File: config.mk
export PLATFORM = sky130hd
export DESIGN_NAME = reader_writer_lock_queue_unit
export DESIGN_NICKNAME = d
export VERILOG_FILES = /design/src/sv/rwlq_pkg.sv /design/src/sv/rwlq_mem.sv /design/src/sv/rwlq_out.sv /design/src/sv/reader_writer_lock_queue_unit.sv
export SDC_FILE = /design/constraint.sdc
export NUM_CORES = 1
export LEC_CHECK = 0
export BUFFER_PORTS_ARGS = -buffer_cell sky130_fd_sc_hd__buf_2
export CELL_PAD_IN_SITES_DETAIL_PLACEMENT = 1
export CELL_PAD_IN_SITES_GLOBAL_PLACEMENT = 2
export CORE_MARGIN = 2
export CORE_UTILIZATION = 51
export DETAILED_ROUTE_END_ITERATION = 12
export PLACE_DENSITY_LB_ADDON = 0.1
export SLEW_MARGIN = 20
export SYNTH_ARGS = -nofsm -noshare
export SYNTH_HDL_FRONTEND = slang
export SYNTH_HIERARCHICAL = 1
export SYNTH_SLANG_ARGS = --single-unit
File: constraint.sdc
create_clock -name i_clk -period 25.5 [get_ports i_clk]
set_input_delay 6.375 -clock i_clk [delete_from_list [all_inputs] [get_ports i_clk]]
set_output_delay 6.375 -clock i_clk [all_outputs]
set_load 0.02 [all_outputs]
File: src/sv/rwlq_pkg.sv
// Shared types and codes of the reader-writer lock queue unit.
// Used by rwlq_mem, rwlq_out and reader_writer_lock_queue_unit.
package rwlq_pkg;

    localparam int unsigned ID_W    = 16;
    localparam int unsigned STAMP_W = 32;
    localparam int unsigned TMO_W   = 16;
    localparam logic [15:0] READER_MAX = 16'hFFFF;
    localparam logic [15:0] TMO_RESET  = 16'd30;

    typedef enum logic [2:0] {
        OP_RDLOCK = 3'd0,
        OP_WRLOCK = 3'd1,
        OP_TRYRD  = 3'd2,
        OP_TRYWR  = 3'd3,
        OP_UNLOCK = 3'd4,
        OP_TICK   = 3'd5,
        OP_FLUSH  = 3'd6,
        OP_NONE   = 3'd7
    } t_op;

    typedef enum logic [3:0] {
        ST_GRANTED    = 4'd0,
        ST_QUEUED     = 4'd1,
        ST_BUSY       = 4'd2,
        ST_WGRANT     = 4'd3,
        ST_TIMEOUT    = 4'd4,
        ST_FLUSHED    = 4'd5,
        ST_DONE       = 4'd6,
        ST_FULL       = 4'd7,
        ST_UNLOCK_ERR = 4'd8
    } t_status;

    typedef enum logic [3:0] {
        S_IDLE,
        S_DECIDE,
        S_SH_RD,
        S_SH_WR,
        S_INS,
        S_F_RD,
        S_F_EV,
        S_F_END,
        S_EMIT
    } t_state;

    typedef enum logic [1:0] {
        M_UNLOCK,
        M_TICK_GRANT,
        M_TICK_AGE,
        M_FLUSH
    } t_mode;

    typedef struct packed {
        logic [ID_W-1:0]    id;
        logic               is_write;
        logic               prio;
        logic [STAMP_W-1:0] stamp;
    } t_entry;

    typedef struct packed {
        logic            last;
        t_status         status;
        logic [ID_W-1:0] task_id;
    } t_res;

endpackage

File: src/sv/rwlq_mem.sv
// Waiter store: one write port, one registered read port.
// Depends on rwlq_pkg for the entry type.
module rwlq_mem
    import rwlq_pkg::*;
#(
    parameter int unsigned DEPTH = 16
) (
    input  logic                     i_clk,
    input  logic                     i_we,
    input  logic [$clog2(DEPTH)-1:0] i_waddr,
    input  t_entry                   i_wdata,
    input  logic [$clog2(DEPTH)-1:0] i_raddr,
    output t_entry                   o_rdata
);
    t_entry r_mem [DEPTH];
    t_entry r_rdata;

    always_ff @(posedge i_clk) begin
        if (i_we) begin
            r_mem[i_waddr] <= i_wdata;
        end
        r_rdata <= r_mem[i_raddr];
    end

    assign o_rdata = r_rdata;
endmodule

File: src/sv/rwlq_out.sv
// Result output register on the master side of the stream.
// Depends on rwlq_pkg for the result type.
module rwlq_out
    import rwlq_pkg::*;
(
    input  logic        i_clk,
    input  logic        i_rst_n,
    input  logic        i_push,
    input  t_res        i_res,
    output logic        o_free,
    output logic        m_tvalid,
    input  logic        m_tready,
    output logic [23:0] m_tdata,   // task_id[15:0], status[19:16], zero fill
    output logic        m_tlast
);
    logic r_valid;
    t_res r_res;

    assign o_free = !r_valid || m_tready;

    always_ff @(posedge i_clk) begin
        if (!i_rst_n) begin
            r_valid <= 1'b0;
        end else if (o_free) begin
            r_valid <= i_push;
        end
        if (o_free && i_push) begin
            r_res <= i_res;
        end
    end

    assign m_tvalid = r_valid;
    assign m_tdata  = {4'd0, r_res.status, r_res.task_id};
    assign m_tlast  = r_res.last;
endmodule

File: src/sv/reader_writer_lock_queue_unit.sv
// Top level of the reader-writer lock queue unit: sequencer, holder state.
// Depends on rwlq_pkg, rwlq_mem and rwlq_out.
//
//  channel  | direction | signals
//  s_*      | in        | operation on tuser; requester, priority_req, now on tdata
//  m_*      | out       | task_id, status on tdata; last on tlast
//  cfg      | in        | wait_timeout write, always ready
//
// Lock and try ops pass decide and emit; queuing adds an insert, plus a read and a write step per waiter moved.
// Unlock, tick and flush visit each waiter per pass with a read step and an evaluate
// step; tick runs a grant pass, then an age pass if waiters remain, none if a writer holds.
// No clearing pass after reset. Output stalls hold the sequencer in place.
module reader_writer_lock_queue_unit
    import rwlq_pkg::*;
#(
    parameter int unsigned QUEUE_DEPTH = 16
) (
    input  logic        i_clk,
    input  logic        i_rst_n,
    input  logic        s_tvalid,
    output logic        s_tready,
    input  logic [55:0] s_tdata,   // requester[15:0], priority_req[16], now[48:17], zero fill
    input  logic [2:0]  s_tuser,   // operation[2:0]
    output logic        m_tvalid,
    input  logic        m_tready,
    output logic [23:0] m_tdata,   // task_id[15:0], status[19:16], zero fill
    output logic        m_tlast,
    input  logic        i_cfg_valid,
    output logic        o_cfg_ready,
    input  logic [15:0] i_cfg_data
);
    localparam int unsigned IW = $clog2(QUEUE_DEPTH);
    localparam int unsigned CW = $clog2(QUEUE_DEPTH + 1);
    localparam logic [CW-1:0] DEPTH_C = CW'(QUEUE_DEPTH);

    t_state r_state, n_state;
    t_mode  r_mode, n_mode;
    logic   r_held, n_held;
    logic [ID_W-1:0] r_owner, n_owner;
    logic [15:0] r_rc, n_rc;
    logic [CW-1:0] r_cnt, n_cnt, r_pri, n_pri;
    logic [CW-1:0] r_i, n_i, r_keep, n_keep, r_pos, n_pos;
    logic r_granting, n_granting;
    t_status r_fin, n_fin;
    t_op r_op;
    logic [ID_W-1:0] r_req;
    logic r_prio;
    logic [STAMP_W-1:0] r_now;
    logic [TMO_W-1:0] r_tmo;

    logic we;
    logic [IW-1:0] waddr, raddr;
    t_entry wdata, e;
    logic push, ofree;
    t_res res;
    logic can_rd, can_wr, drop;
    t_status dstat;
    logic [STAMP_W-1:0] age;

    assign o_cfg_ready = 1'b1;
    assign s_tready = (r_state == S_IDLE);

    always_ff @(posedge i_clk) begin
        if (!i_rst_n) begin
            r_tmo <= TMO_RESET;
        end else if (i_cfg_valid) begin
            r_tmo <= i_cfg_data;
        end
        if (s_tvalid && s_tready) begin
            r_op   <= t_op'(s_tuser);
            r_req  <= s_tdata[15:0];
            r_prio <= s_tdata[16];
            r_now  <= s_tdata[48:17];
        end
    end

    always_ff @(posedge i_clk) begin
        if (!i_rst_n) begin
            r_state <= S_IDLE;
            r_mode  <= M_UNLOCK;
            r_held  <= 1'b0;
            r_owner <= '0;
            r_rc    <= '0;
            r_cnt   <= '0;
            r_pri   <= '0;
        end else begin
            r_state <= n_state;
            r_mode  <= n_mode;
            r_held  <= n_held;
            r_owner <= n_owner;
            r_rc    <= n_rc;
            r_cnt   <= n_cnt;
            r_pri   <= n_pri;
        end
        r_i        <= n_i;
        r_keep     <= n_keep;
        r_pos      <= n_pos;
        r_granting <= n_granting;
        r_fin      <= n_fin;
    end

    rwlq_mem #(.DEPTH(QUEUE_DEPTH)) u_mem (
        .i_clk   (i_clk),
        .i_we    (we),
        .i_waddr (waddr),
        .i_wdata (wdata),
        .i_raddr (raddr),
        .o_rdata (e)
    );

    rwlq_out u_out (
        .i_clk    (i_clk),
        .i_rst_n  (i_rst_n),
        .i_push   (push),
        .i_res    (res),
        .o_free   (ofree),
        .m_tvalid (m_tvalid),
        .m_tready (m_tready),
        .m_tdata  (m_tdata),
        .m_tlast  (m_tlast)
    );

    assign can_rd = !r_held && (r_rc != READER_MAX);
    assign can_wr = !r_held && (r_rc == 16'd0);
    assign age    = r_now - e.stamp;
    assign raddr  = (r_state == S_SH_RD || r_state == S_SH_WR) ?
                    IW'(r_i - CW'(1)) : IW'(r_i);

    always_comb begin
        drop  = 1'b0;
        dstat = ST_DONE;
        unique case (r_mode)
            M_UNLOCK: begin
                drop  = r_granting && (e.is_write ? can_wr : can_rd);
                dstat = ST_WGRANT;
            end
            M_TICK_GRANT: begin
                drop  = r_granting && !e.is_write && can_rd;
                dstat = ST_WGRANT;
            end
            M_TICK_AGE: begin
                drop  = age >= {16'd0, r_tmo};
                dstat = ST_TIMEOUT;
            end
            M_FLUSH: begin
                drop  = 1'b1;
                dstat = ST_FLUSHED;
            end
        endcase
    end

    always_comb begin
        n_state = r_state;
        n_mode = r_mode;
        n_held = r_held;
        n_owner = r_owner;
        n_rc = r_rc;
        n_cnt = r_cnt;
        n_pri = r_pri;
        n_i = r_i;
        n_keep = r_keep;
        n_pos = r_pos;
        n_granting = r_granting;
        n_fin = r_fin;
        we = 1'b0;
        waddr = IW'(r_i);
        wdata = e;
        push = 1'b0;
        res = '{last: 1'b1, status: r_fin, task_id: r_req};
        unique case (r_state)
            S_IDLE: begin
                if (s_tvalid) begin
                    n_state = S_DECIDE;
                end
            end
            S_DECIDE: begin
                n_state = S_EMIT;
                n_i = '0;
                n_keep = '0;
                n_granting = 1'b1;
                unique case (r_op)
                    OP_RDLOCK, OP_TRYRD: begin
                        if (can_rd && r_cnt == '0) begin
                            n_rc = r_rc + 16'd1;
                            n_fin = ST_GRANTED;
                        end else if (r_op == OP_TRYRD) begin
                            n_fin = ST_BUSY;
                        end else if (r_cnt >= DEPTH_C) begin
                            n_fin = ST_FULL;
                        end else begin
                            n_pos = r_cnt;
                            n_i = r_cnt;
                            n_state = S_INS;
                        end
                    end
                    OP_WRLOCK, OP_TRYWR: begin
                        if (can_wr) begin
                            n_held = 1'b1;
                            n_owner = r_req;
                            n_fin = ST_GRANTED;
                        end else if (r_op == OP_TRYWR) begin
                            n_fin = ST_BUSY;
                        end else if (r_cnt >= DEPTH_C) begin
                            n_fin = ST_FULL;
                        end else begin
                            n_pos = r_prio ? r_pri : r_cnt;
                            n_i = r_cnt;
                            n_state = (r_prio && r_pri != r_cnt) ? S_SH_RD : S_INS;
                        end
                    end
                    OP_UNLOCK: begin
                        n_fin = ST_DONE;
                        n_mode = M_UNLOCK;
                        n_state = S_F_END;
                        if (r_held) begin
                            n_held = 1'b0;
                        end else if (r_rc != 16'd0) begin
                            n_rc = r_rc - 16'd1;
                        end else begin
                            n_fin = ST_UNLOCK_ERR;
                            n_state = S_EMIT;
                        end
                        if (n_state == S_F_END && r_cnt != '0) begin
                            n_state = S_F_RD;
                        end
                    end
                    OP_TICK: begin
                        n_fin = ST_DONE;
                        n_mode = M_TICK_GRANT;
                        if (!r_held) begin
                            n_state = (r_cnt != '0) ? S_F_RD : S_F_END;
                        end
                    end
                    OP_FLUSH: begin
                        n_fin = ST_DONE;
                        n_mode = M_FLUSH;
                        n_state = (r_cnt != '0) ? S_F_RD : S_F_END;
                    end
                    default: begin
                        n_fin = ST_DONE;
                    end
                endcase
            end
            S_SH_RD: begin
                n_state = S_SH_WR;
            end
            S_SH_WR: begin
                we = 1'b1;
                waddr = IW'(r_i);
                n_i = r_i - CW'(1);
                n_state = (n_i == r_pos) ? S_INS : S_SH_RD;
            end
            S_INS: begin
                we = 1'b1;
                waddr = IW'(r_pos);
                wdata = '{id: r_req, is_write: (r_op == OP_WRLOCK),
                          prio: (r_op == OP_WRLOCK) && r_prio, stamp: r_now};
                n_cnt = r_cnt + CW'(1);
                if (r_op == OP_WRLOCK && r_prio) begin
                    n_pri = r_pri + CW'(1);
                end
                n_fin = ST_QUEUED;
                n_state = S_EMIT;
            end
            S_F_RD: begin
                n_state = S_F_EV;
            end
            S_F_EV: begin
                if (drop) begin
                    if (ofree) begin
                        push = 1'b1;
                        res = '{last: 1'b0, status: dstat, task_id: e.id};
                        if (e.prio) begin
                            n_pri = r_pri - CW'(1);
                        end
                        if (r_mode == M_UNLOCK && e.is_write) begin
                            n_held = 1'b1;
                            n_owner = e.id;
                        end else if (r_mode == M_UNLOCK || r_mode == M_TICK_GRANT) begin
                            n_rc = r_rc + 16'd1;
                        end
                    end
                end else begin
                    we = 1'b1;
                    waddr = IW'(r_keep);
                    n_keep = r_keep + CW'(1);
                    if (r_mode == M_UNLOCK || (r_mode == M_TICK_GRANT && !e.is_write)) begin
                        n_granting = 1'b0;
                    end
                end
                if (!drop || ofree) begin
                    n_i = r_i + CW'(1);
                    n_state = (n_i == r_cnt) ? S_F_END : S_F_RD;
                end
            end
            S_F_END: begin
                n_cnt = r_keep;
                n_i = '0;
                n_keep = '0;
                if (r_mode == M_TICK_GRANT && r_keep != '0) begin
                    n_mode = M_TICK_AGE;
                    n_state = S_F_RD;
                end else begin
                    n_state = S_EMIT;
                end
            end
            S_EMIT: begin
                if (ofree) begin
                    push = 1'b1;
                    n_state = S_IDLE;
                end
            end
            default: begin
                n_state = S_IDLE;
            end
        endcase
    end

    a_cnt_bound: assert property (@(posedge i_clk) disable iff (!i_rst_n)
        r_cnt <= DEPTH_C) else $error("waiter count beyond depth");
    a_pri_bound: assert property (@(posedge i_clk) disable iff (!i_rst_n)
        r_pri <= r_cnt) else $error("priority prefix beyond waiter count");
    a_excl: assert property (@(posedge i_clk) disable iff (!i_rst_n)
        r_held |-> r_rc == 16'd0) else $error("writer and readers both hold");
    a_busy: assert property (@(posedge i_clk) disable iff (!i_rst_n)
        (s_tvalid && s_tready) |=> !s_tready) else $error("beat taken while busy");
endmodule
==> impl_results.md <==
- Vias in the first global route: 24467
- Final Util: 58.2%
- Most common cell after layout, fill and taps aside: edfxtp_1
- Wire per inst: 28.2 um
- Initial antenna violation count: 0
- Cell family contributing the most delay on the critical path: compound AO/OA/AOI/OAI gates
- Post-route cell area: 46000 um2
- Die height: 287 um
- Adder-cell share of the synthesized area: between 1.5 and 2%
- Worst-Margin Slew: roughly 1.2 ns
- Fin. Hold Viols: 0
- Relative slew slack: 20.9%
- Combinational family with the most area after synthesis: multiplexers
- WS Path Type: reg2reg
- Area Growth Syn to Fin: 13.0%
- H-tree depth: 3
- DR pass1 iterations: 7
- Post-Place Cell Area: between 40000 and 50000 um2
- Pwr Density: 125 nW/um2
- Clk sinks: a little under 1000
- Mapped Cells: 2432
- Unrepaired setup endpoints after global routing: false
- Cts bufs inserted: 102
- Peak supply drop: 0.0000808 V
- Crit-path max FO: 27
- Reg2Reg Setup Slack: 16.65 ns
- Number of flops mapped to enable cells by yosys: 893
- Pin count of the biggest net entering global routing: 117
- Hold Crit Start: r_tmo[3]
- Setup TNS: 0 ns
- Crit path cell chain: ha_1 > a21oi_1 > o211ai_1 > o21a_1 > nor2_1 > xnor2_1 > ha_1 > a2111oi_0 > o21ai_0 > a2111oi_0 > a21boi_0 > o2111a_1 > o2111ai_1 > nor4_4 > nor2_1 > o2bb2ai_1 > a21oi_1 > nand2_1 > nor2_4 > buf_4
- Skew-Pair Late Insertion Delay: 0.67 ns
- Nets: 2720
- Min-Delay Path Class: reg2reg
- Placer Congestion: 0.808
- CP Launch Type: register
- Critical-path top delay cell: nor2_4
- Pwr Total: 0.00574 W
- Worst path buffer plus inverter count: 1
- XOR/XNOR Fraction of Synth Area: roughly 1.1%
- Share of cells above drive strength 1: 21.5%
- DR vias: 22872
- Commonest non-fill, non-tap cells in the layout: edfxtp_1 (893), nand2_1 (213), mux4_2 (200), a22oi_1 (103), clkbuf_16 (102)
- Pre-CTS setup slack: about 16 ns
- DP HPWL: 57.5 mm
- Fraction of the cycle the final worst path needs: 34.7%
- Hold Crit Endpoint: r_tmo[3]
- Num rows: between 100 and 150
- Max Buffers Root-to-Sink: 3
- Mapped Area: 40700 um2
- Final Worst Setup Slack: 16.65 ns
- Starting Density: 51.5%
- CTS resizes: 0
- Die area: a little over 80000 um2
- TritonCTS clock tree: done
- Compound-gate portion of the synthesized area: 6.48%
- Floorplan core area: 79000 um2
- First-pass GRT wire length: about 160 mm
- Synth Area in Simple Gates: 5.47%
- Avg Cell Area, Syn: around 17 um2
- Sequential share of the synthesized area: 70.8%
- Seq cells post-synth: 993
- Status: finished, final reports clean
- DRC Markers: 0
- Netlist cell types: 80
- I/O Buffers: 95
- Share of synthesized registers carrying an async set or reset: 0%
- Setup bufs post-CTS: 0
- Syn. warnings: 6
- CP arrival: 9.14 ns
- Fillcell total: around 7100
- Hold path cells: 2
- Initial detailed-routing violation count: 1892
- Worst Path Required: 25.79 ns
- Post-route ant nets: 0
- Hold_buf cts: 0
- Final Slew Violations: 0
- Reg2Reg Depth: 20
- Leakage: approximately 15 nW
- Mux contribution to synthesized area: 12.2%
- N_diodes: 0
- Chip width: 287 um
- Setup Skew: 0.0316 ns
- Io pins: approximately 110
- GRT Util Overall: about a quarter
- # setup viols final: 0
- Maxcap violations: 0
- Vias per Instance: 6.16
- Period minus WS final: between 8 and 9 ns
- FF-to-FF End: u_mem/r_mem[7][29]
- Fmax: 0.113 GHz
- Remaining global-route overflow: 0
- CP Capture Type: register
- Post-synth top flop: edfxtp_1
- Final WL: 105 mm
- Worst-path clk slew: 0.06 ns
- Clk root buf: clkbuf_16
- Worst path max stage delay: 1.02 ns
- Reg2reg start: r_now[10]
metrics by stage:
step           hold slack, ns  cells
3_3_place_gp            0.474   3524
2_1_floorplan           0.460   2435
5_1_grt                 0.521   3715
3_5_place_dp            0.481   3524
6_report                0.488   3715
4_1_cts                 0.491   3713
final cells by class:
type | count | area, um2 | share of cell area (%)
sequential | 993 | 28800 | 62.6
tap | 1050 | 1310 | 2.86
clock buffer | 143 | 2810 | 6.10
multi-input combinational | 1244 | 11300 | 24.5
timing repair buffer | 163 | 1030 | 2.24
clock inverter | 46 | 497 | 1.08
inverter | 76 | 285 | 0.620
report_power, final:
part / internal [W] / switching (W)
Combinational: 0.000806 / 0.00124
Sequential: 0.00213 / 0.0000885
Clock: 0.000851 / 0.000621
Total: 0.00379 / 0.00195
cell usage after synthesis, types with 4 or more instances:
cell | number | area (um2)
xor2_1 | 19 | 166
nor3_1 | 32 | 160
mux4_2 | 200 | 4500
nand3b_1 | 5 | 37.5
inv_1 | 75 | 282
nand2_1 | 213 | 800
o31ai_1 | 6 | 45.0
dfxtp_1 | 100 | 2000
nand2b_1 | 15 | 93.8
or3_1 | 16 | 100
clkbuf_1 | 69 | 259
xnor2_1 | 34 | 298
edfxtp_1 | 893 | 26800
buf_2 | 21 | 105
a2111oi_0 | 4 | 35.0
o21ai_1 | 5 | 25.0
a21oi_1 | 92 | 460
nand3_1 | 26 | 130
nor4_1 | 7 | 43.8
nor2_1 | 96 | 360
o21ai_0 | 85 | 425
mux2_2 | 22 | 248
a31oi_1 | 9 | 56.3
o2111ai_1 | 4 | 35.0
o211ai_1 | 12 | 90.1
ha_1 | 58 | 726
a211oi_1 | 7 | 52.6
nor2b_1 | 13 | 81.3
o22ai_1 | 7 | 43.8
buf_4 | 15 | 113
nand4_1 | 11 | 68.8
mux2i_1 | 21 | 210
and3_1 | 18 | 113
a21o_1 | 15 | 113
buf_1 | 16 | 60.1
o21a_1 | 8 | 60.1
a21boi_0 | 5 | 37.5
o21bai_1 | 4 | 30.0
and2_1 | 7 | 43.8
a22oi_1 | 103 | 773
o32ai_1 | 4 | 35.0
per-layer routing:
metal	global-route usage [%]	part of all wire [%]
met1	35.5	42
met2	42.6	49
met3	4.57	6.1
met4	8.35	2.4
met5	0	0
logic make-up after synthesis:
logic type | Yosys count
xor+xnor | 53
compound gates | 404
other cells | 2
flops | 993
fa+ha+maj | 60
simple gates | 479
buf+inv | 198
mux | 243
worst max-delay path by stage:
stage                    from                  end  slack [ns]  depth (start not counted)
floorplan            r_now[1]    u_mem/r_mem[0][0]       16.78                         20
global placement    r_now[10]  u_mem/r_mem[11][23]       16.66                         20
detailed placement  r_now[10]  u_mem/r_mem[11][23]       16.45                         20
CTS                 r_now[10]  u_mem/r_mem[11][20]       16.27                         20
global route        r_now[10]  u_mem/r_mem[11][26]       16.17                         20
finish              r_now[10]   u_mem/r_mem[7][29]       16.65                         20
flip-flops by register name, indices dropped and copies added, names as in the netlist, 5 cells and up:
register       cells
r_req             16
u_mem/o_rdata     50
r_i                5
r_cnt              5
r_pri              5
r_now             32
r_pos              5
u_mem/r_mem      800
r_keep             5
u_out/m_tdata     20
r_tmo             16
r_rc              16
worst reg2reg max path, delay by kind of cell, from the launching register on:
family	cells	cell delay [ns]
AO/OA/AOI/OAI	11	3.75
AND/OR/NAND/NOR	5	2.77
adder cells (fa/ha/maj)	2	0.70
buffers and inverters	1	0.64
flip-flops	1	0.40
XOR/XNOR	1	0.20
No activity file was read; power rests on OpenSTA's default activity.
